## config.mk

```make
export PLATFORM = sky130hd
export DESIGN_NAME = apul_front
export DESIGN_NICKNAME = d
export VERILOG_FILES = /design/src/rtl/apul_pkg.sv /design/src/rtl/apul_front.sv
export SDC_FILE = /design/constraint.sdc
export NUM_CORES = 1
export LEC_CHECK = 0
export BUFFER_PORTS_ARGS = -buffer_cell sky130_fd_sc_hd__buf_2
export CAP_MARGIN = 0
export CORE_UTILIZATION = 36
export DETAILED_ROUTE_END_ITERATION = 12
export GPL_TIMING_DRIVEN = 0
export HOLD_SLACK_MARGIN = 0.05
export PLACE_DENSITY_LB_ADDON = 0.25
export SETUP_SLACK_MARGIN = 0.05
export SYNTH_ARGS = -nofsm -noshare
export SYNTH_HDL_FRONTEND = slang
export SYNTH_SLANG_ARGS = --single-unit
```

## constraint.sdc

```tcl
create_clock -name clk_i -period 10.6 [get_ports clk_i]
set_input_delay 1.06 -clock clk_i [delete_from_list [all_inputs] [get_ports clk_i]]
set_output_delay 1.06 -clock clk_i [all_outputs]
set_load 0.01 [all_outputs]
```

## src/rtl/apul_pkg.sv

```systemverilog
// ----------------------------------------------------------------------------
// apul_pkg
// Shared types and codes of the sample pair unpacker and level meter.
// ----------------------------------------------------------------------------
`default_nettype none

package apul_pkg;

  localparam int SAMPLE_W  = 24;
  localparam int SQUARE_W  = 48;
  localparam int BLOCK_E_W = 56;
  localparam int WIN_E_W   = 61;

  localparam logic CMD_PAIR = 1'b0;
  localparam logic CMD_EOB  = 1'b1;

  localparam logic KIND_PAIR  = 1'b0;
  localparam logic KIND_METER = 1'b1;

  localparam logic REG_ACTIVE_CHANNELS = 1'b0;
  localparam logic REG_MEASURE_ENABLE  = 1'b1;

  typedef struct packed {
    logic       command;
    logic [7:0] byte_0;
    logic [7:0] byte_1;
    logic [7:0] byte_2;
    logic [7:0] byte_3;
    logic [7:0] byte_4;
    logic [7:0] byte_5;
  } in_t;

  typedef struct packed {
    logic                       kind;
    logic signed [SAMPLE_W-1:0] sample_left;
    logic signed [SAMPLE_W-1:0] sample_right;
    logic [4:0]                 pair_number;
    logic [5:0]                 channel;
    logic [WIN_E_W-1:0]         window_energy;
    logic [SAMPLE_W-1:0]        window_peak;
    logic                       last;
  } out_t;

  // One classified item waiting for the back end.
  typedef struct packed {
    logic                cmd;
    logic [SAMPLE_W-1:0] left;
    logic [SAMPLE_W-1:0] right;
    logic [4:0]          pair;
  } work_t;

  typedef struct packed {
    logic [5:0] pairs;
    logic       measure;
  } cfg_t;

  // Block accumulators of one channel pair.
  typedef struct packed {
    logic [BLOCK_E_W-1:0] e_l;
    logic [BLOCK_E_W-1:0] e_r;
    logic [SAMPLE_W-1:0]  p_l;
    logic [SAMPLE_W-1:0]  p_r;
  } blk_t;

endpackage

`default_nettype wire

```

## src/rtl/apul_front.sv

```systemverilog
// ----------------------------------------------------------------------------
// apul_front
// Accepts items, unpacks the sample bytes and tracks the pair position.
// ----------------------------------------------------------------------------
`default_nettype none

module apul_front import apul_pkg::*; (
  input  wire logic  clk_i,
  input  wire logic  rst_ni,
  input  wire cfg_t  cfg_i,
  input  wire logic  clearing_i,
  input  wire logic  in_valid_i,
  output logic       in_ready_o,
  input  wire in_t   in_data_i,
  output logic       push_o,
  input  wire logic  push_ready_i,
  output work_t      push_data_o
);

  logic [4:0] pos_q, pos_d;
  logic [4:0] pos_use;
  logic [5:0] pos_inc;
  logic       xfer;

  assign in_ready_o = push_ready_i & ~clearing_i;
  assign xfer       = in_valid_i & in_ready_o;

  // Wrap a stale position before use.
  assign pos_use = ({1'b0, pos_q} >= cfg_i.pairs) ? 5'd0 : pos_q;
  assign pos_inc = {1'b0, pos_use} + 6'd1;

  always_comb begin
    pos_d = pos_q;
    if (xfer) begin
      if (in_data_i.command == CMD_EOB) begin
        pos_d = 5'd0;
      end else begin
        pos_d = (pos_inc >= cfg_i.pairs) ? 5'd0 : pos_inc[4:0];
      end
    end
  end

  always_comb begin
    push_data_o.cmd   = in_data_i.command;
    push_data_o.left  = {in_data_i.byte_1, in_data_i.byte_0, in_data_i.byte_3};
    push_data_o.right = {in_data_i.byte_2, in_data_i.byte_5, in_data_i.byte_4};
    push_data_o.pair  = (in_data_i.command == CMD_EOB) ? 5'd0 : pos_use;
    // Drop an end of block when metering is off.
    push_o = xfer & ((in_data_i.command == CMD_PAIR) | cfg_i.measure);
  end

  always_ff @(posedge clk_i or negedge rst_ni) begin
    if (!rst_ni) begin
      pos_q <= 5'd0;
    end else begin
      pos_q <= pos_d;
    end
  end

endmodule

`default_nettype wire

```

# Word level (Yosys, flattened, before mapping)
# Index checks and enable logic that the tools add are counted.
classes:
  n_addsub: 1
  magnitude_cmp: 2
  muxes: 4
  n_bitwise: 6
op_table:
  columns: ["op", "count"]
  rows:
  - ["2-to-1 mux 5 bit", 4]
  - ["adder 5 x 1 -> 6 bit (second input constant)", 1]
  - [">= comparator 5 x 6 -> 1 bit", 1]
  - [">= comparator 6 bit", 1]
  - ["AND 1 bit", 3]
  - ["NOT 1 bit", 2]
  - ["OR 1 bit", 1]
word_totals:
  register_bits: 5
  elab_cells: 14

# Longest topological paths before layout
# Gate-level depths: netlist of run 1.
depth:
  word_depth: 6
  depth_mapped: 17
  mapped_depth_nobuf: 16

# Worst setup path before layout of run 1
# No wires, ideal clock.
synth_path:
  path_kind: "input to register"
  startpoint: "input port cfg_i[1] (netlist name)"
  endpoint: "register pos_q[2]"
  setup_ns: 0.066
  t_arrival_ns: 4.260
  t_required_ns: 10.534
  path_slack_ns: 6.274
  path_stages: 16
  cell_sequence: "ha_1 or3b_1 o2111ai_1 a211oi_1 buf_6 nor2_1 ha_1 nand3_1 or2_2 a21oi_1 ha_1 a21o_1 a2111oi_2 o21ai_1 o311ai_2 a22o_1"
synth_between:
  elab_chain_len: 6
synth_lines:
  columns: ["element", "line_no", "text"]
  rows:
  - ["start: declaration", "apul_front.sv:10", "input wire cfg_t cfg_i,"]
  - [">= comparator 5 x 6 -> 1 bit", "apul_front.sv:29", "assign pos_use = ({1'b0, pos_q} >= cfg_i.pairs) ? 5'd0 : pos_q;"]
  - ["2-to-1 mux 5 bit", "apul_front.sv:29", null]
  - ["adder 5 x 1 -> 6 bit", "apul_front.sv:30", "assign pos_inc = {1'b0, pos_use} + 6'd1;"]
  - [">= comparator 6 bit", "apul_front.sv:38", "pos_d = (pos_inc >= cfg_i.pairs) ? 5'd0 : pos_inc[4:0];"]
  - ["2-to-1 mux 5 bit (*)", "apul_front.sv:38", null]
  - ["2-to-1 mux 5 bit (*)", "apul_front.sv:35", "if (in_data_i.command == CMD_EOB) begin"]
  - ["end signal: assignment", "apul_front.sv:56", "pos_q <= pos_d;"]
  - ["end: declaration", "apul_front.sv:20", "logic [4:0] pos_q, pos_d;"]
# Every way passes the cells marked *; elsewhere a longest branch is shown, timed or not.
# A chain may end at the register's enable or synchronous reset.

# Worst setup path after layout of run 1
# Same ends and word-level chain as after synthesis.

==> results.yml, run 1 <==
status:
  status: "finished clean"
global_route:
  grt_pass1_vias: 726
  grt-busiest-layer: "met2"
  grt.met2_usage_pct: 24.8
  grt_pass1_wl_mm: 2.94
  groute.usage.overall_pct: 13.6
  met1_usage_pct: 16.3
  grtUsageMet3_pct: 4.17
  grt_max_degree: 11
  grt-ovfl-total: 0
  antenna_found_initial: 0
min_path:
  hp-class: "flip-flop to flip-flop"
  min_to: "pos_q[0]"
  hold_start: "pos_q[0]"
  worstHoldPathCells: 2
timing:
  max_freq_mhz: 219
  fin_tns_setup_ns: 0
  rsz0062_at_grt: "false"
  period_share_pct: 43.0
  drv_slew: 0
  final_hold_viol_count: 0
  finalSetupViolCount: 0
  skew_ns: 0.00244
  worstMarginPinSlew_ns: 0.449
  fin_crit_ns: 4.56
  final.setup.worst_slack_ns: 6.04
  slew_headroom_pct: 69.9
layout:
  area_growth_pct: 41.1
  top_regs: "pos_q (5)"
  largest_register_ff_count: 5
  top_register: "pos_q"
  finalNetCount: 268
  antennaDiodeCount: 0
  drive_gt1_share_pct: 64.4
  design_area_um2: 1390
placement:
  dp_worst_setup_slack_ns: 5.79
  dp_hpwl_mm: 1.94
  portBuffers: 68
  dpl-instance-area_um2: 1360
  place.gp.congestion: 0.747
clocking:
  cts_hold_buffers: 0
  cts_sinks: 5
  clk_pin_slew_ns: 0.04
  numCtsBuffers: 3
  clk_latency_ns: 0.24
  post-cts-setup-buffers: 0
  cts_buffer_depth: 2
  cts_root_buffer: "clkbuf_4"
  htreeDepth: 1
  cts_tree: "built"
  cts_resized: 0
logic_synthesis:
  synth_top_family_by_area: "buffers and inverters"
  synth.avg_cell_area_um2: 8.05
  synth_compound_area_share_pct: 14.8
  synthXorXnorAreaFrac_pct: 0.892
  async_flop_share_pct: 100
  synthCells: 122
  syn_nets: 195
  synthSimpleGateAreaFrac_pct: 14.3
  synth-warning-count: 0
  seq_area_frac_synth_pct: 12.7
  synth_area_um2: 982
  synth_seq_cells: 5
  synth_edf_count: 0
  synthMuxAreaShare_pct: 0
  synth_fa_ha_area_share_pct: 15.3
  synth_cell_types: 27
  ys.flop_type: "dfrtp_1"
worst_setup_path:
  critPathLaunch: "cfg_i[1]"
  rr_worst_depth: 17
  startpoint_type: "primary input"
  endpoint_kind: "flip-flop"
  cp_max_fo: 10
  path_class: "primary input to flip-flop"
  rr_endpoint: "pos_q[2]"
  cp.required_ns: 10.78
  arrival_ns: 4.74
  r2r_setup_slack_ns: 6.46
  reg2reg_from: "pos_q[0]"
power_and_ir_drop:
  ir_drop_mv: 0.0696
  p_per_area_nw_per_um2: 71.1
  p_leak_nw: 0.854
detailed_routing:
  drtAntennaViolNets: 0
  routedWlPerCell_um: 9.71
  drtIter0Drc: 8
  first_pass_iters: 6
  wirelength_mm: 2.18
  via_per_inst: 4.45
  drc: 0
  via_count: 996
floorplan:
  ios: 117
  die_w_um: 54.2
  die_h_um: 54.2
  initial_core_util_pct: 38.9
  rows: 18
  core_area_um2: 2520
  dieArea_um2: 2940
run:
  maxCapViolCount: 0
-- power breakdown --
group          internal (mW)  switching, mW
clock network         0.0142        0.00786
logic                 0.0292         0.0235
registers             0.0210        0.00273
total                 0.0645         0.0341
-- synth_stat cells (all sizes together), types with 2 or more instances --
| cell type | number | area share, % |
|---|---|---|
| a211oi | 4 | 3.1 |
| a21o | 4 | 3.1 |
| a21oi | 3 | 1.5 |
| and2 | 4 | 2.5 |
| buf | 50 | 39 |
| dfrtp | 5 | 13 |
| ha | 12 | 15 |
| inv | 9 | 3.4 |
| nand2 | 4 | 1.5 |
| nand2b | 2 | 1.3 |
| nand3 | 3 | 1.5 |
| nor2 | 4 | 1.5 |
| nor2b | 2 | 1.3 |
| nor3 | 2 | 1.0 |
| o21ai | 3 | 1.5 |
| or2 | 2 | 1.3 |
-- kinds of logic after synthesis --
family                     after synthesis
AOI/OAI and AO/OA                       19
DFF                                      5
and+or+nand+nor                         26
buffers and inverters                   59
xor gates and xnor gates                 1
adders and majority gates               12
-- layer usage --
metal,up-vias,wire (um)
met5,-,0
met4,0,0
met3,0,251
met2,71,1120
met1,419,800
li1,506,-
-- stage by stage --
stage	instances	total power [mW]	utilization [%]	hold WS, ns
after floorplan	122	0.0593	-	0.472
after detailed placement	220	0.0773	53.9	0.527
after CTS	224	0.101	55.0	0.536
final	224	0.0985	55.0	0.524
after global placement	220	0.0762	53.9	0.508
after global routing	224	0.109	55.0	0.556
-- final cells by class --
| cell class | instances | area [um2] |
|---|---|---|
| Fill cell | 245 | 1140 |
| Multi-Input combinational cell | 58 | 444 |
| Buffer | 50 | 379 |
| Timing Repair Buffer | 68 | 340 |
| Sequential cell | 5 | 125 |
| Tap cell | 30 | 37.5 |
| Inverter | 9 | 33.8 |
| Clock buffer | 4 | 26.3 |
-- cell usage in the layout (no fill, tap or decap), types with 4 or more instances in the layout --
cell and n:
nand2_1 4, a21o_1 4, nor2_1 4, inv_1 9, buf_4 49, and2_1 4
ha_1 12, buf_2 68, a211oi_1 4, dfrtp_1 5
-- worst max-delay path by stage --
stage | cells after the start | endpoint | slack [ns]
after floorplan | 16 | pos_q[2] | 6.27
after CTS | 17 | pos_q[2] | 6.03
after global routing | 17 | pos_q[2] | 5.77
final | 17 | pos_q[2] | 6.04
after global placement | 17 | pos_q[2] | 5.88
after detailed placement | 17 | pos_q[2] | 5.79
-- worst max-delay path, stage by stage --
cell and delay [ns]:
buf_2 0.11, ha_1 0.27, or3b_1 0.37, o2111ai_1 0.12, a211oi_1 0.13, buf_6 0.16, nor2_1 0.18, ha_1 0.30
nand3_1 0.11, or2_2 0.30, a21oi_1 0.18, ha_1 0.27, a21o_1 0.20, a2111oi_2 0.35, o21ai_1 0.24, o311ai_2 0.26
a22o_1 0.15
(Power assumes the default switching activity.)
==> inputs of run 2 (changes only) <==
--- a/config.mk
+++ b/config.mk
@@ -7,7 +7,7 @@
 export LEC_CHECK = 0
 export BUFFER_PORTS_ARGS = -buffer_cell sky130_fd_sc_hd__buf_2
 export CAP_MARGIN = 0
-export CORE_UTILIZATION = 36
+export CORE_UTILIZATION = 30
 export DETAILED_ROUTE_END_ITERATION = 12
 export GPL_TIMING_DRIVEN = 0
 export HOLD_SLACK_MARGIN = 0.05
==> constraint.sdc (replaced) <==
create_clock -name clk_i -period 3.7 [get_ports clk_i]
set_input_delay 0.37 -clock clk_i [delete_from_list [all_inputs] [get_ports clk_i]]
set_output_delay 0.37 -clock clk_i [all_outputs]
set_load 0.01 [all_outputs]
==> run 2 against run 1 <==
Clock-buffer cell count stayed put; via count is 8.4% higher; non-clock buffer count is 11 higher.
==> results.yml, run 2 (synthesis gave the netlist of run 1 again) <==
status:
  status: "finished clean"
clocking:
  cts_sinks: 5
  cts_buffer_depth: 2
  clk_latency_ns: 0.24
  numCtsBuffers: 3
  cts_tree: "built"
  cts_root_buffer: "clkbuf_4"
  htreeDepth: 1
  clk_pin_slew_ns: 0.04
power_and_ir_drop:
  p_per_area_nw_per_um2: 211
  p_leak_nw: 0.914
  ir_drop_mv: 0.0897
floorplan:
  ios: 117
  rows: 20
  initial_core_util_pct: 31.9
  die_w_um: 59.2
  core_area_um2: 3080
  die_h_um: 59.2
  dieArea_um2: 3510
layout:
  area_growth_pct: 61.4
  finalNetCount: 279
  largest_register_ff_count: 5
  mostFrequentLayoutCells: "buf_2 (68), buf_4 (59), ha_1 (10), inv_1 (8)"
  design_area_um2: 1590
  top_regs: "pos_q (5)"
  antennaDiodeCount: 0
  top_register: "pos_q"
  final_common_cell: "buf_2"
  drive_gt1_share_pct: 72.7
timing:
  fin_hold_ws_ns: 0.447
  fin_crit_ns: 3.55
  worstMarginPinSlew_ns: 0.360
  final_hold_viol_count: 0
  drv_slew: 0
  skew_ns: 0.00325
  slew_headroom_pct: 75.9
  finalSetupViolCount: 0
  fin_tns_setup_ns: 0
  max_freq_mhz: 282
  rsz0062_at_grt: "true"
  period_share_pct: 95.9
detailed_routing:
  wirelength_mm: 2.55
  drc: 0
  first_pass_iters: 4
  drtIter0Drc: 23
  via_count: 1080
  drtAntennaViolNets: 0
  via_per_inst: 4.34
  routedWlPerCell_um: 10.2
worst_setup_path:
  path_class: "flip-flop to flip-flop"
  cp.required_ns: 3.88
  arrival_ns: 3.73
  cp_max_fo: 6
  startpoint_type: "flip-flop"
  endpoint_kind: "flip-flop"
run:
  maxCapViolCount: 0
min_path:
  hp-class: "primary input to flip-flop"
placement:
  dpl-instance-area_um2: 1390
  dp_hpwl_mm: 2.06
  place.gp.congestion: 0.752
  portBuffers: 68
global_route:
  grt-ovfl-total: 0
  antenna_found_initial: 0
  grt_pass1_vias: 903
  groute.usage.overall_pct: 13.3
  grt_max_degree: 8
  grt_pass1_wl_mm: 3.62
## run 2: cell count changes in the layout (fill, tap and decap cells not counted), sizes merged
cell,previous run,this run
buf,118,128
dlygate4sd3,0,1
## run 2: critical path: stages, from the launching register on
cell       delay [ns]
dfrtp_1          0.39
inv_2            0.09
ha_4             0.19
or3b_4           0.36
o2111ai_2        0.07
a211oi_2         0.11
buf_6            0.15
nor2b_4          0.12
ha_4             0.14
nand3_2          0.08
or2_4            0.27
a21oi_2          0.12
ha_1             0.25
a21o_1           0.19
a2111oi_4        0.36
o21ai_4          0.15
o311ai_2         0.27
a22o_1           0.16
## run 2: worst paths after layout
path                       startpoint  endpoint  slack (ns)  depth (start not counted)
max                          pos_q[0]  pos_q[2]        0.15                         17
min                        in_valid_i  pos_q[2]        0.45                          3
max reg2reg                  pos_q[0]  pos_q[2]        0.15                         17
min reg2reg                  pos_q[1]  pos_q[1]        0.58                          2
max in group asynchronous      rst_ni  pos_q[1]        3.09                          2
min in group asynchronous      rst_ni  pos_q[4]        0.47                          2
## run 2: power by group
group,internal [mW],switching [mW]
registers,0.0608,0.00693
logic,0.115,0.0872
clock network,0.0408,0.0230
## run 2: per-stage QoR
| stage | std cells | util [%] | setup slack, ns | total power, mW |
|---|---|---|---|---|
| final | 249 | 51.5 | 0.153 | 0.334 |
| after global placement | 234 | 45.0 | -0.211 | 0.221 |
| after floorplan | 122 | - | 0.0665 | 0.173 |
| after detailed placement | 234 | 45.0 | -0.271 | 0.225 |
| after CTS | 245 | 49.3 | 0.0584 | 0.317 |
| after global routing | 249 | 51.5 | -0.0363 | 0.362 |
## run 2: what timing repair did
| action | in CTS | in global routing |
|---|---|---|
| hold endpoints to repair | 5 | 0 |
| hold buffers | 1 | 0 |
| setup buffers | 6 | 4 |
| resized for setup | 9 | 8 |
| pin swaps | 4 | 12 |
| endpoints found under the setup margin | 5 | 5 |
## run 2: per-layer routing
layer	routed length [um]	global-route usage, %
met5	0	0
met3	249	4.15
met4	0	1.02
met2	1420	26.8
met1	880	13.5
## run 2: area by class of cell
class	count	area (um2)
fill	314	1490
multi-input combinational	58	538
timing repair buffer	79	425
buffer	50	379
sequential	5	128
tap	44	55.1
inverter	9	33.8
clock buffer	4	26.3
==> inputs of run 3 (changes only) <==
--- a/config.mk
+++ b/config.mk
@@ -9,10 +9,13 @@
 export CAP_MARGIN = 0
 export CORE_UTILIZATION = 30
 export DETAILED_ROUTE_END_ITERATION = 12
+export GPL_ROUTABILITY_DRIVEN = 0
 export GPL_TIMING_DRIVEN = 0
 export HOLD_SLACK_MARGIN = 0.05
 export PLACE_DENSITY_LB_ADDON = 0.25
+export RECOVER_POWER = 100
 export SETUP_SLACK_MARGIN = 0.05
+export SKIP_LAST_GASP = 1
 export SYNTH_ARGS = -nofsm -noshare
 export SYNTH_HDL_FRONTEND = slang
 export SYNTH_SLANG_ARGS = --single-unit
==> run 3 against run 2 <==
Final area down 4.2%; hold slack about the same; setup slack better by 0.0024 ns; non-clock buffer count unchanged; global-route usage unchanged; die area unchanged; sequential power about the same; clock skew about the same; combinational power down 3%; critical path type unchanged; largest cell class unchanged.
==> results.yml, run 3 (synthesis gave the netlist of run 1 again) <==
floorplan:
  dieArea_um2: 3510
  die_h_um: 59.2
  ios: 117
  core_area_um2: 3080
  initial_core_util_pct: 31.9
  die_w_um: 59.2
  rows: 20
clocking:
  cts_buffer_depth: 2
  cts_sinks: 5
  clk_latency_ns: 0.24
  cts_root_buffer: "clkbuf_4"
  cts_tree: "built"
  numCtsBuffers: 3
  clk_pin_slew_ns: 0.04
  htreeDepth: 1
layout:
  mostFrequentLayoutCells: "buf_4 (59), clkbuf_1 (54), buf_2 (15), ha_1 (10), inv_1 (8)"
  fin_cells: 249
  finalNetCount: 279
  fill_cells: 345
  top_register: "pos_q"
  largest_register_ff_count: 5
  fin_util_pct: 49.3
  area_growth_pct: 54.7
  final_common_cell: "buf_4"
  multi_input_area_um2: 538
  antennaDiodeCount: 0
  drive_gt1_share_pct: 46.8
  top_regs: "pos_q (5)"
  regArea_um2: 128
  design_area_um2: 1520
worst_setup_path:
  endpoint: "pos_q[2]"
  endpoint_kind: "flip-flop"
  rr_endpoint: "pos_q[2]"
  critPathLaunch: "pos_q[0]"
  rr_worst_depth: 17
  reg2reg_from: "pos_q[0]"
  path_class: "flip-flop to flip-flop"
  arrival_ns: 3.72
  r2r_setup_slack_ns: 0.16
  cp_max_fo: 6
  startpoint_type: "flip-flop"
  cp.required_ns: 3.88
global_route:
  grt_max_degree: 8
  grt_pass1_vias: 903
  groute.usage.overall_pct: 13.3
  antenna_found_initial: 0
  grt_pass1_wl_mm: 3.62
  grt-ovfl-total: 0
power_and_ir_drop:
  p_leak_nw: 0.765
  clockPowerShare_pct: 19.5
  p_int_mw: 0.209
  swShare_pct: 36.2
  switchingPower_mw: 0.118
  seqPwrFrac_pct: 20.7
  p_per_area_nw_per_um2: 215
  ir_drop_mv: 0.0873
  total_power_mw: 0.327
  combPwrFrac_pct: 59.8
detailed_routing:
  drtIter0Drc: 21
  drtAntennaViolNets: 0
  via_count: 1079
  first_pass_iters: 4
  routedWlPerCell_um: 10.4
  drc: 0
  wirelength_mm: 2.58
  via_per_inst: 4.33
placement:
  dp_hpwl_mm: 2.06
  dpl-instance-area_um2: 1390
  dp.cells: 234
  portBuffers: 68
  dp_worst_setup_slack_ns: -0.271
timing:
  period_share_pct: 95.8
  fin_crit_ns: 3.54
  max_freq_mhz: 282
  final.setup.worst_slack_ns: 0.155
  finalSetupViolCount: 0
  skew_ns: 0.00329
  fin_hold_ws_ns: 0.447
  slew_headroom_pct: 75.4
  drv_slew: 0
  final_hold_viol_count: 0
  fin_tns_setup_ns: 0
  rsz0062_at_grt: "true"
  worstMarginPinSlew_ns: 0.367
run:
  maxCapViolCount: 0
min_path:
  hp-class: "primary input to flip-flop"
status:
  status: "finished clean"
[run 3: worst max-delay path: stages (launching register included)]
cell and delay [ns]:
dfrtp_1 0.39, inv_2 0.09, ha_4 0.19, or3b_4 0.36, o2111ai_2 0.07, a211oi_2 0.11
buf_6 0.15, nor2b_4 0.12, ha_4 0.14, nand3_2 0.08, or2_4 0.27, a21oi_2 0.12
ha_1 0.25, a21o_1 0.19, a2111oi_4 0.36, o21ai_4 0.15, o311ai_2 0.27, a22o_1 0.16
[run 3: timing repair]
item,in CTS,in global routing
endpoints found under the setup margin,5,5
pin swaps,4,12
setup buffers,6,4
hold endpoints to repair,5,0
gates cloned,0,0
gates resized for setup,9,8
hold buffers,1,0
[run 3: worst min-delay path by stage]
stage / to / from / cells after the start / slack, ns
after detailed placement: pos_q[3] / rst_ni / 1 / 0.19
after global placement: pos_q[4] / rst_ni / 1 / 0.19
after floorplan: pos_q[0] / rst_ni / 0 / 0.07
after CTS: pos_q[2] / in_valid_i / 3 / 0.44
final: pos_q[2] / in_valid_i / 3 / 0.45
after global routing: pos_q[2] / in_valid_i / 3 / 0.45
[run 3: cell type report]
| type | instances | share of cell area, % |
|---|---|---|
| clock buffer | 4 | 1.73 |
| timing repair buffer | 79 | 23.6 |
| tap | 44 | 3.62 |
| multi-input combinational | 58 | 35.4 |
| buffer | 50 | 25.0 |
| sequential | 5 | 8.40 |
| inverter | 9 | 2.22 |
[run 3: metal layers]
layer	share of wire [%]	track usage, %
met5	0	0
met4	0	1.02
met3	8.7	4.15
met2	55	26.8
met1	36	13.5
[run 3: power by group through the flow]
stage	clock network [mW]	logic, mW	registers [mW]
after global routing	0.0699	0.217	0.0681
after floorplan	0	0.107	0.0657
after detailed placement	0	0.156	0.0690
after CTS	0.0660	0.182	0.0683
after global placement	0	0.153	0.0690
final	0.0638	0.196	0.0677
