### src/rtl/apul_pkg.sv
// ----------------------------------------------------------------------------
// apul_pkg
// Shared types and codes of the sample pair unpacker and level meter.
// ----------------------------------------------------------------------------
`default_nettype none

package apul_pkg;

  localparam int SAMPLE_W  = 24;
  localparam int SQUARE_W  = 48;
  localparam int BLOCK_E_W = 56;
  localparam int WIN_E_W   = 61;

  localparam logic CMD_PAIR = 1'b0;
  localparam logic CMD_EOB  = 1'b1;

  localparam logic KIND_PAIR  = 1'b0;
  localparam logic KIND_METER = 1'b1;

  localparam logic REG_ACTIVE_CHANNELS = 1'b0;
  localparam logic REG_MEASURE_ENABLE  = 1'b1;

  typedef struct packed {
    logic       command;
    logic [7:0] byte_0;
    logic [7:0] byte_1;
    logic [7:0] byte_2;
    logic [7:0] byte_3;
    logic [7:0] byte_4;
    logic [7:0] byte_5;
  } in_t;

  typedef struct packed {
    logic                       kind;
    logic signed [SAMPLE_W-1:0] sample_left;
    logic signed [SAMPLE_W-1:0] sample_right;
    logic [4:0]                 pair_number;
    logic [5:0]                 channel;
    logic [WIN_E_W-1:0]         window_energy;
    logic [SAMPLE_W-1:0]        window_peak;
    logic                       last;
  } out_t;

  // One classified item waiting for the back end.
  typedef struct packed {
    logic                cmd;
    logic [SAMPLE_W-1:0] left;
    logic [SAMPLE_W-1:0] right;
    logic [4:0]          pair;
  } work_t;

  typedef struct packed {
    logic [5:0] pairs;
    logic       measure;
  } cfg_t;

  // Block accumulators of one channel pair.
  typedef struct packed {
    logic [BLOCK_E_W-1:0] e_l;
    logic [BLOCK_E_W-1:0] e_r;
    logic [SAMPLE_W-1:0]  p_l;
    logic [SAMPLE_W-1:0]  p_r;
  } blk_t;

endpackage

`default_nettype wire

### src/rtl/apul_fifo.sv
// ----------------------------------------------------------------------------
// apul_fifo
// Two-entry queue between the front and the back end.
// ----------------------------------------------------------------------------
`default_nettype none

module apul_fifo import apul_pkg::*; (
  input  wire logic  clk_i,
  input  wire logic  rst_ni,
  input  wire logic  push_i,
  output logic       push_ready_o,
  input  wire work_t push_data_i,
  output logic       pop_valid_o,
  input  wire logic  pop_i,
  output work_t      pop_data_o
);

  work_t      mem_q [2];
  logic       wptr_q, wptr_d, rptr_q, rptr_d;
  logic [1:0] cnt_q, cnt_d;

  assign push_ready_o = (cnt_q != 2'd2);
  assign pop_valid_o  = (cnt_q != 2'd0);
  assign pop_data_o   = mem_q[rptr_q];

  always_comb begin
    wptr_d = wptr_q;
    rptr_d = rptr_q;
    cnt_d  = cnt_q;
    if (push_i) begin
      wptr_d = ~wptr_q;
    end
    if (pop_i) begin
      rptr_d = ~rptr_q;
    end
    if (push_i && !pop_i) begin
      cnt_d = cnt_q + 2'd1;
    end else if (pop_i && !push_i) begin
      cnt_d = cnt_q - 2'd1;
    end
  end

  always_ff @(posedge clk_i) begin
    if (push_i) begin
      mem_q[wptr_q] <= push_data_i;
    end
  end

  always_ff @(posedge clk_i or negedge rst_ni) begin
    if (!rst_ni) begin
      wptr_q <= 1'b0;
      rptr_q <= 1'b0;
      cnt_q  <= 2'd0;
    end else begin
      wptr_q <= wptr_d;
      rptr_q <= rptr_d;
      cnt_q  <= cnt_d;
    end
  end

endmodule

`default_nettype wire

### config.mk
export PLATFORM = sky130hd
export DESIGN_NAME = apul_fifo
export DESIGN_NICKNAME = d
export VERILOG_FILES = /design/src/rtl/apul_pkg.sv /design/src/rtl/apul_fifo.sv
export SDC_FILE = /design/constraint.sdc
export NUM_CORES = 1
export LEC_CHECK = 0
export BUFFER_PORTS_ARGS = -buffer_cell sky130_fd_sc_hd__buf_2
export CAP_MARGIN = 25
export CORE_MARGIN = 2
export CORE_UTILIZATION = 35
export CTS_BUF_LIST = sky130_fd_sc_hd__clkbuf_8 sky130_fd_sc_hd__clkbuf_16
export DETAILED_ROUTE_END_ITERATION = 10
export PLACE_DENSITY_LB_ADDON = 0.3
export SETUP_SLACK_MARGIN = 0.3
export SYNTH_ARGS = -nofsm -noshare
export SYNTH_HDL_FRONTEND = slang
export SYNTH_SLANG_ARGS = --single-unit
export TNS_END_PERCENT = 30
### constraint.sdc
create_clock -name clk_i -period 8.2 [get_ports clk_i]
set_input_delay 0.82 -clock clk_i [delete_from_list [all_inputs] [get_ports clk_i]]
set_output_delay 0.82 -clock clk_i [all_outputs]
set_load 0.02 [all_outputs]
[Yosys cells after proc, flatten, opt, wreduce, memory -nomap -nowiden]
Memories as Yosys holds them, arrays and structs flattened.
Index checks and enable logic that the tools add are counted.
Cells by class
  $lt $le $gt $ge: 0
  bitwise gates (word level): 2
  add/subtract/negate cells: 2
  equal/unequal tests: 1
  divide/modulo/power cells: 0
  shifts and indexed selects: 0
  multiply operators: 0
  reduce and logical (&&, ||, !) cells: 6
  mux-type cells: 4
Operators with widths (number)
  $mux W2: 2
  $reduce_bool A2 Y1: 2
  $add A2 B1 Y2 const B: 1
  $logic_and A1 B1 Y1: 2
  $logic_not A1 Y1: 2
  $mux W1: 2
  $ne A2 B2 Y1 const B: 1
  $not A1 Y1: 2
  $sub A2 B1 Y2 const B: 1
Word-level totals
  RAM bits: 108
  register bits: 4
  memories kept: 1
  bits in latches: 0
  bits of input ports: 58
  logic and storage cells: 19
  output and inout port bits: 56
  bits in read-only memories: 0
Memory list
  mem_q: words 2, bits a word 54, read ports 1, clocked after Yosys merged registers in 0, wr ports 1, RTL line apul_fifo.sv:18  | work_t mem_q [2];

[Logic depth before layout (Yosys ltp)]
Gate-level depths: netlist (run 1).
  depth in word-level cells: 4
  depth in mapped cells: 5
  gate-level depth less buffers: 5

[Least setup slack after synthesis (run 1)]
Ideal clock, no wire load.
  path kind: input port to flip-flop
  from: input port push_i
  to: memory mem_q[0][0] in the netlist's numbering (enable)
  required time: 7.728 ns
  data arrival time: 3.207 ns
  buffers on the path: 0
  library setup time: 0.472 ns
  cell stages on the path: 1
  slack: 4.520 ns
  cell sequence: nor2b_1
On the way
  word-level cells in the longest chain between the ends: 2
RTL lines
  from (decl): RTL line apul_fifo.sv:10  | input wire logic push_i,
  $mux W1: RTL line apul_fifo.sv:44  | if (push_i) begin
  $mux W1 (not written as such): RTL line apul_fifo.sv:45  | mem_q[wptr_q] <= push_data_i;
  to (decl): RTL line apul_fifo.sv:18
No other way between the ends.

==> results of run 1 <==
[final cells by class]
cell class	instances	area [µm²]
clock buffer	9	225.2
inverter	1	3.754
timing repair buffer	116	608.1
multi-input combinational	65	885.9
tap	168	210.2
sequential	112	3347
clock inverter	7	72.57
fill	1084	6709
[registers in the layout, indices dropped and copies added (netlist names)]
signal,flops
rptr_q,1
wptr_q,1
cnt_q,2
mem_q,108
[cell usage after synthesis]
cell type,count
xor2_1,4
nand2b_1,1
and2_1,1
nor2b_1,1
buf_6,1
edfxtp_1,108
xnor2_1,1
or2_2,1
buf_12,5
mux2_2,5
inv_1,1
dfrtp_1,4
nor2_1,1
ha_1,1
mux2_4,49
[worst paths after layout]
kind                             endpoint  startpoint  slack, ps  cells past startpoint
max                        pop_data_o[51]      rptr_q       5480                      3
min                                wptr_q      rst_ni        270                      1
max reg2reg                  mem_q[0][18]      wptr_q       6310                      2
min reg2reg                      cnt_q[1]    cnt_q[1]        500                      1
max in group asynchronous          rptr_q      rst_ni       7790                      1
min in group clk_i               cnt_q[1]    cnt_q[1]        500                      1
[through the flow]
stage	cells	utilization (%)
final	478	44.38
after CTS	477	44.15
after floorplan	184	-
after detailed placement	461	41.68
after global placement	461	41.68
after global routing	478	44.38
[layout by cell type (no fill, tap or decap), drive strengths merged]
cell type and count:
and2 1, buf 116, bufinv 1, clkbuf 9, clkinv 4, clkinvlp 2, dfrtp 4, edfxtp 108
ha 1, inv 1, mux2 54, nand2b 1, nor2 1, nor2b 1, or2 1, xnor2 1
xor2 4
[cell families after synthesis]
group,count (synthesis)
xor gates and xnor gates,5
muxes,54
DFF,112
buffers and inverters,7
adders and majority gates,1
and+or+nand+nor,5
[routing by layer]
layer  track usage [%]  vias up
li1                  -      964
met1             12.44      980
met2             16.71       65
met3             4.006        5
met4             4.578        0
met5                 0        -
[where the power goes]
part	switching [mW]	total [mW]	internal, mW
combinational	0.338	0.636	0.298
clock	0.189	0.426	0.237
sequential	0.0568	0.819	0.762
==> summary.md, run 1 <==
| Metric | Value |
|---|---|
| Crit path max fanout | 36 |
| Endpoints failing setup | 0 |
| Mapped Area | 0.004335 mm² |
| Max Root-Sink Buffers | 2 |
| Final worst path period need | 2718 ps |
| CP Data Required Time | 7380 ps |
| Slowest cell on the critical path | dfrtp_4 |
| RD Place Congestion | 0.6405 |
| Die width | 115.3 µm |
| Final ANT Viol Nets | 0 |
| Pre-antenna DRT Iters | 4 |
| Share of cells above drive strength 1 | 61.29% |
| Fmax | 0.3679 GHz |
| # Max-Cap Violations | 0 |
| DIE AREA | 0.01329 mm² |
| Vias | 2,014 |
| Chip Height | 115.3 µm |
| RSZ-0062 raised after global routing | false |
| Largest net degree at the start of global routing | 56 |
| Nets@finish | 364 |
| DR WL met2 | 3385 µm |
| Area growth syn-to-layout | 23.46% |
| Critical Path, Cell by Cell | buf_16, mux2_2, buf_2 |
| Total Routing Usage GR | 10.38% |
| Routed len/inst | 14.26 µm |
| Main combinational cell family by area after synthesis | multiplexers |
| Gr ovfl total | 0 |
| Residual DRC count | 0 |
| Number of global-route vias before repair | 2,036 |
| Clock Latency Late Sink | 340 ps |
| Mux cell area share after synthesis | 18.27% |
| FF+latch count, synth | 112 |
| Gate count of the mapped netlist | 184 |
| Data arrival, critical path | 1900 ps |
| Hold crit path type | in2async |
| Worst setup EP type | output port |
| Synth top area cells | edfxtp_1 (75%), mux2_4 (17%), buf_12 (2.3%) |
| Slew headroom | 54.15% |
| Starting Density | 35.94% |
| Hold buffers post-CTS | 0 |
| Wl on met1 | 2877 µm |
| Leak Pwr | 2.139 nW |
| Syn Nets | 243 |
| Library cells used by synthesis | 15 |
| Post-Synth Simple-Gate Area | 0.6638% |
| # port buffers | 113 |
| Drt total wl | 6818 µm |
| Setup Skew | 4.573 ps |
| Max layer used | met4 |
| Total CTS buffers | 9 |
| Family with the most delay on the worst path | flip-flops |
| CTS H-tree depth | 3 |
| Count of buffer and inverter cells on the critical path | 2 |
| Post-route cell area | 0.005353 mm² |
| CP Class | reg2out |
| Met3 wire len | 480 µm |
| First-pass GRT wire length | 10,180 µm |
| Hold_ws | 274.2 ps |
| YS warnings | 0 |
| Synth Area per Inst | 23.56 µm² |
| DPL Wire Length | 4386 µm |
| Final Slew Violations | 0 |
| Hold Violations, Final | 0 |
| Fin Setup TNS | 0 ps |
| Peak VDD IR | 0.1954 mV |
| Final WS setup | 5482 ps |
| Ant diodes | 0 |
| Initial antenna violation count | 0 |
| Pre-CTS setup slack | 5640 ps |
| Core area | 0.01206 mm² |
| Final Power | 1.880 mW |
| Outcome | finished clean |
| Placed cell area | 0.005027 mm² |
| Rows | 40 |
| Setup Fix Bufs, Post-CTS | 0 |
| Synth top area share | 74.81% |
| Vias per cell | 4.213 |
| Root buf cell | clkbuf_16 |
| Critical Path Start Type | register |
| Power density cells | 351.2 mW/mm² |
| Clock tree from TritonCTS | yes |
| Post-Synth Adder-Cell Area | 0.2886% |
| Clk pin slew, worst setup/hold paths | 70 ps |
| Largest area contributor in the netlist | edfxtp_1 |
| Slowest stage delay, CP | 670 ps |
| Initial DRC Count | 82 |
| Post-CTS sizing | 0 |
| Compound-Gate Fraction of Synth Area | 0% |
| Worst Max-Slew Pin Slew | 686.3 ps |
| Clock sinks | 112 |
| Post-Synth XOR/XNOR Area | 1.010% |
| Final Cycle Share | 33.15% |
| IO Pins | 114 |
| Sequential fraction of the synthesis area | 77.11% |
No activity file was read; power rests on OpenSTA's default activity.
==> run 2: changes to the inputs <==
- ABC_AREA: unset -> 1
- clock period: 8.2 -> 2.4 ns (I/O delays scaled with it)
==> run 2 against run 1 <==
Wire length is 11% higher. Largest cell class unchanged. Critical path depth did not move. Clock-buffer cell count did not move. Total power rose to 3.5 times the previous value. Via count grew 6.4%. Core utilization rose by 0.93 points. Highest routed layer unchanged. Sequential share of layout area decreased by 1.3 points. Final area is 2.1% higher. Die area increased by 0.39%.
==> summary.md, run 2 <==
| Metric | Value |
|---|---|
| Post-route cell area | 0.005465 mm² (+2.1%) |
| Clk pin slew, worst setup/hold paths | 70 ps (about the same) |
| Die width | 115.5 µm (+0.20%) |
| Clock Latency Late Sink | 340 ps (about the same) |
| Power density cells | 1221 mW/mm² (+250%) |
| Fill cells | 1,064 (-1.8%) |
| Async S/R FF share, synth | 3.571% (unchanged) |
| Area growth syn-to-layout | 25.55% |
| Hold Violations, Final | 0 (unchanged) |
| Max Root-Sink Buffers | 2 (unchanged) |
| Largest area contributor in the netlist | edfxtp_1 |
| Total Routing Usage GR | 11.70% (+1.3 points) |
| Critical Path Start Type | register |
| Hold path endpoint | mem_q[1][22] |
| Library cells used by synthesis | 14 (-1) |
| Worst setup EP type | output port |
| # port buffers | 113 (unchanged) |
| CP Class | reg2out |
| Worst Hold Path Cells | 1 |
| Hold_ws | 80.08 ps (-194.1 ps) |
| Inst Count DP | 473 (+2.6%) |
| Core area | 0.01206 mm² (unchanged) |
| Worst Max-Slew Pin Slew | 509.8 ps (-176.5 ps) |
| Commonest non-fill, non-tap cell in the layout | buf_2 |
| YS warnings | 0 (unchanged) |
| Setup Skew | 5.244 ps (+0.6714 ps) |
| Nets@finish | 381 (+4.7%) |
| Synth Area per Inst | 22.55 µm² (-4.3%) |
| Area occupied by multi-input gates | 879.6 µm² (-0.71%) |
| DIE AREA | 0.01334 mm² (+0.39%) |
| Placed cell area | 0.005091 mm² (+1.3%) |
| Share of cells above drive strength 1 | 59.94% (-1.4 points) |
| Gate count of the mapped netlist | 193 (+4.9%) |
| Biggest regs | mem_q: 108 flops, cnt_q: 2 flops |
| First-pass GRT wire length | 11,250 µm (+10%) |
| Largest register FFs | 108 (unchanged) |
| Syn Nets | 252 (+3.7%) |
| Fmax | 0.5388 GHz |
| Number of global-route vias before repair | 2,132 (+4.7%) |
| Reg2reg path depth | 3 (+1) |
| Rows | 40 (unchanged) |
| Routed len/inst | 15.20 µm (+6.6%) |
| Clock tree from TritonCTS | yes |
| Peak VDD IR | 0.5104 mV (+160%) |
| Fin Setup TNS | 0 ps (unchanged) |
| CTS H-tree depth | 3 (unchanged) |
| Vias | 2,143 (+6.4%) |
| Data arrival, critical path | 1620 ps (-280 ps) |
| Final Slew Violations | 0 (unchanged) |
| Cell Count, Final, Fillers Out | 496 (+3.8%) |
| Sequential cell area | 0.003347 mm² (unchanged) |
| Most frequent cell after synthesis | edfxtp_1 |
| Top_reg_cell synth | edfxtp_1 |
| Worst Hold Launch | push_data_i[22] |
| Synth cell count leaders | edfxtp_1 (108), mux2_4 (49), inv_1 (7), nand2_1 (7) |
| Largest net degree at the start of global routing | 35 (-38%) |
| Largest register by flop count | mem_q |
| Synth top area cells | edfxtp_1 (75%), mux2_4 (17%), buf_12 (2.3%) |
| RD Place Congestion | 0.6684 (+4.4%) |
| FF+latch count, synth | 112 (unchanged) |
| IO Pins | 114 (unchanged) |
| Final WS setup | 544.1 ps (-4938 ps) |
| Drt total wl | 7541 µm (+11%) |
| Endpoints failing setup | 0 (unchanged) |
| # Max-Cap Violations | 0 (unchanged) |
| Root buf cell | clkbuf_16 |
| Final Cycle Share | 77.33% |
| Chip Height | 115.5 µm (+0.20%) |
| Initial DRC Count | 113 (+38%) |
| R2R setup slack | 870 ps (-5440 ps) |
| DPL Wire Length | 4930 µm (+12%) |
| CP Data Required Time | 2160 ps (-5220 ps) |
| Leak Pwr | 2.220 nW (+3.8%) |
| Sequential fraction of the synthesis area | 76.80% (-0.31 points) |
| Clock sinks | 112 (unchanged) |
| Leading cell types in the layout, fill and taps excluded | buf_2 (113), edfxtp_1 (108), mux2_4 (49) |
| Synth top area share | 74.50% (-0.30 points) |
| Slew headroom | 65.96% (+12 points) |
| Final ANT Viol Nets | 0 (unchanged) |
| Post-synth EDFFs | 108 (unchanged) |
| RSZ-0062 raised after global routing | false |
| Residual DRC count | 0 (unchanged) |
| Total CTS buffers | 9 (unchanged) |
| Final worst path period need | 1856 ps |
| Vias per cell | 4.321 (+2.5%) |
| End of the worst register-to-register path | mem_q[1][18] |
| Mapped Area | 0.004353 mm² (+0.40%) |
| Pre-antenna DRT Iters | 4 (unchanged) |
| Outcome | finished clean |
| Crit path max fanout | 23 (-36%) |
| Pre-CTS setup slack | 617.6 ps (-5022 ps) |
| Starting Density | 36.09% (+0.15 points) |
| Initial antenna violation count | 1 (+1) |
| Gr ovfl total | 0 (unchanged) |
| R2R Path Start | wptr_q |
| Hold crit path type | in2reg |
[run 2: routing by layer]
layer | routed length (µm) | GRT usage, %
met5 | 0 | 0
met3 | 571 | 5.910
met4 | 70 | 3.614
met2 | 3730 | 19.06
met1 | 3168 | 13.55
[run 2: what timing repair did]
item | in CTS | in global routing
endpoints found under the setup margin | 15 | 17
hold buffers | 1 | 0
hold endpoints to repair | 4 | 0
resized for setup | 1 | 0
buffers inserted | 0 | 5
[run 2: critical path, stage by stage (launching register included)]
cell     delay [ps]
dfrtp_4         510
buf_12          230
mux2_2          360
buf_2           160
[run 2: where the power goes]
group / internal [mW] / switching, mW / leakage [nW]
Sequential: 2.60 / 0.138 / 1.06
Combinational: 1.08 / 1.27 / 1.00
Clock: 0.916 / 0.663 / 0.156
[run 2: how the worst max path moves through the flow]
stage                                end   start
final                     pop_data_o[46]  rptr_q
after global routing      pop_data_o[39]  rptr_q
after global placement    pop_data_o[42]  rptr_q
after detailed placement  pop_data_o[40]  rptr_q
after CTS                 pop_data_o[40]  rptr_q
after floorplan              mem_q[1][0]  wptr_q
[run 2: cell families after synthesis]
family,share of synthesized area (%)
buffers and inverters,3.162
adders and majority gates,0.2874
xor gates and xnor gates,0.6037
and+or+nand+nor,0.9486
muxes,18.19
DFF,76.80
[run 2: cell type report]
type | count | share of cell area [%]
Timing Repair Buffer | 124 | 12.43
Tap cell | 168 | 3.846
Inverter | 7 | 0.4808
Multi-Input combinational cell | 68 | 16.09
Sequential cell | 112 | 61.24
Clock inverter | 7 | 1.740
Clock buffer | 9 | 4.121
Antenna cell | 1 | 0.04579
[run 2: through the flow]
stage | utilization, % | total power, mW
after floorplan | - | 4.588
after global placement | 42.21 | 5.088
after detailed placement | 42.21 | 5.118
after CTS | 44.98 | 6.726
after global routing | 45.29 | 7.022
final | 45.31 | 6.671
==> run 3: changes to the inputs <==
- clock period: 2.4 -> 1.7 ns (I/O delays scaled with it)
==> run 3 against run 2 <==
The run now ends with negative setup slack left. Final area increased by 8.4%. Combinational power increased by 68%. Critical path depth unchanged. Non-clock buffer count increased by 17. Sequential cell count unchanged. Via count increased by 1.5%. First-iteration DRC count increased by 28%. Sequential share of layout area decreased by 4.8 points. Register-to-register slack got worse by 360 ps. Clock skew decreased by 2.0 ps. Wire length increased by 0.33%.
==> summary.md, run 3 (same netlist as run 2, synthesis figures left out) <==
| Metric | Value |
|---|---|
| Outcome | finished, violations left |
| Failing checks | negative setup slack |
| Largest register FFs | 108 (unchanged) |
| Vias per cell | 4.250 (-1.6%) |
| Clock tree from TritonCTS | yes |
| Count of buffer and inverter cells on the critical path | 2 (unchanged) |
| Commonest non-fill, non-tap cell in the layout | edfxtp_1 |
| Fin Setup TNS | -1630 ps (-1630 ps) |
| Leak Pwr | 2.386 nW (+7.5%) |
| Clock Latency Late Sink | 340 ps (about the same) |
| Total CTS buffers | 9 (unchanged) |
| Gr ovfl total | 0 (unchanged) |
| Critical path startpoint | rptr_q |
| Nets@finish | 398 (+4.5%) |
| Area growth syn-to-layout | 36.13% |
| Worst Hold Launch | push_data_i[41] |
| Hold Violations, Final | 0 (unchanged) |
| Data arrival, critical path | 1600 ps (-20 ps) |
| Critical Path Start Type | register |
| Root buf cell | clkbuf_16 |
| Peak VDD IR | 0.9897 mV (+94%) |
| Final Cycle Share | 103.9% |
| Initial DRC Count | 145 (+28%) |
| Hold crit path type | in2reg |
| CP Class | reg2out |
| Residual DRC count | 0 (unchanged) |
| R2R Path Start | wptr_q |
| Vias | 2,176 (+1.5%) |
| Drt total wl | 7566 µm (+0.33%) |
| Total Routing Usage GR | 11.16% (-0.54 points) |
| Slew headroom | 84.15% (+18 points) |
| Power density cells | 1688 mW/mm² (+38%) |
| Final Slew Violations | 0 (unchanged) |
| Final Power | 10.00 mW (+50%) |
| Leading cell types in the layout, fill and taps excluded | edfxtp_1 (108), buf_2 (76), mux2_4 (50) |
| Core area | 0.01206 mm² (unchanged) |
| Final ANT Viol Nets | 0 (unchanged) |
| Slowest cell on the critical path | dfrtp_4 |
| Max Root-Sink Buffers | 2 (unchanged) |
| Setup Skew | 3.238 ps (-2.006 ps) |
| Share of power burned in registers | 38.6% (-2.5 points) |
| Number of global-route vias before repair | 2,251 (+5.6%) |
| Largest register by flop count | mem_q |
| Routed len/inst | 14.78 µm (-2.8%) |
| Fill cells | 1,017 (-4.4%) |
| Rows | 40 (unchanged) |
| Placed cell area | 0.005130 mm² (+0.76%) |
| RD Place Congestion | 0.6520 (-2.5%) |
| Final worst path period need | 1766 ps |
| Fmax | 0.5663 GHz |
| Clk pin slew, worst setup/hold paths | 70 ps (about the same) |
| Clk network pwr share | 22.0% (-1.7 points) |
| Slowest stage delay, CP | 550 ps (+40 ps) |
| Sequential cell area | 0.003347 mm² (unchanged) |
| Area occupied by multi-input gates | 885.9 µm² (+0.71%) |
| CP Data Required Time | 1530 ps (-630 ps) |
| # Max-Cap Violations | 0 (unchanged) |
| Family with the most delay on the worst path | flip-flops |
| Setup Fix Bufs, Post-CTS | 0 (unchanged) |
| Int Power | 6.902 mW (+50%) |
| # port buffers | 113 (unchanged) |
| DIE AREA | 0.01334 mm² (unchanged) |
| Worst setup EP type | output port |
| Clock sinks | 112 (unchanged) |
| IO Pins | 114 (unchanged) |
| Starting Density | 36.09% (unchanged) |
| Pre-antenna DRT Iters | 4 (unchanged) |
| CTS H-tree depth | 3 (unchanged) |
| DPL Wire Length | 4851 µm (-1.6%) |
| Sw Share | 31.01% (-0.046 points) |
| Part of the power in combinational logic | 39.5% (+4.2 points) |
| Worst Max-Slew Pin Slew | 237.7 ps (-272.1 ps) |
| RSZ-0062 raised after global routing | true |
| Endpoints failing setup | 52 (+52) |
| Final WS setup | -65.87 ps (-610.0 ps) |
| Largest net degree at the start of global routing | 39 (+11%) |
| P_sw | 3.103 mW (+50%) |
| Initial antenna violation count | 0 (-1) |
| Chip Height | 115.5 µm (unchanged) |
| Post-route cell area | 0.005926 mm² (+8.4%) |
| Biggest regs | mem_q: 108 flops, cnt_q: 2 flops |
| Crit path max fanout | 16 (-30%) |
| First-pass GRT wire length | 10,970 µm (-2.5%) |
| Share of cells above drive strength 1 | 56.40% (-3.5 points) |
| Ant diodes | 0 (-1) |
| Die width | 115.5 µm (unchanged) |
| Critical Path, Cell by Cell | clkbuf_16, mux2_4, buf_2 |
run 3: worst register-to-register path, cell delays in order (launching register included):
cell and delay (ps):
dfrtp_1 440, nand2_2 90, clkinvlp_4 100, buf_12 210
run 3: repair_timing:
item	in CTS	in global routing
hold buffers	20	1
endpoints found under the hold margin	41	1
cloned	0	1
resized for setup	36	40
setup endpoints to repair	54	54
run 3: worst paths after layout:
check	endpoint	slack, ps	cells past startpoint
min in group asynchronous	wptr_q	160	2
max in group asynchronous	rptr_q	1400	2
setup reg to reg	mem_q[1][52]	510	3
hold reg to reg	cnt_q[0]	500	1
hold / removal	mem_q[1][41]	10	1
setup / recovery	pop_data_o[37]	-70	3
run 3: layout make-up:
| class | count | area share (%) |
|---|---|---|
| Inverter | 7 | 0.5068 |
| Multi-Input combinational cell | 68 | 14.95 |
| Clock inverter | 7 | 1.563 |
| Clock buffer | 9 | 3.801 |
| Sequential cell | 112 | 56.48 |
| Timing Repair Buffer | 141 | 19.15 |
| Tap cell | 168 | 3.547 |
run 3: power groups by stage:
stage                     Clock [mW]  Sequential [mW]  Combinational (mW)
after global placement             0             3.88                3.37
after CTS                       2.28             3.86                3.68
final                           2.20             3.86                3.95
after floorplan                    0             3.85                2.63
after detailed placement           0             3.91                3.37
after global routing            2.36             3.91                4.20
run 3: metrics by stage:
step	hold WS (ps)	worst slack [ps]	utilization, %	cells
after CTS	0.9981	-121.8	47.80	510
after detailed placement	-16.16	261.0	42.53	474
after global placement	-16.31	263.8	42.53	474
final	14.04	-65.87	49.13	512
after floorplan	-125.6	46.30	-	193
after global routing	2.534	-116.0	49.13	512
run 3: metal layers:
metal	GRT usage [%]	up-vias	part of all wire, %
met3	3.818	9	5.6
met4	4.578	0	1.7
met1	12.43	1060	40
li1	-	1033	-
met5	0	-	0
met2	19.57	74	52
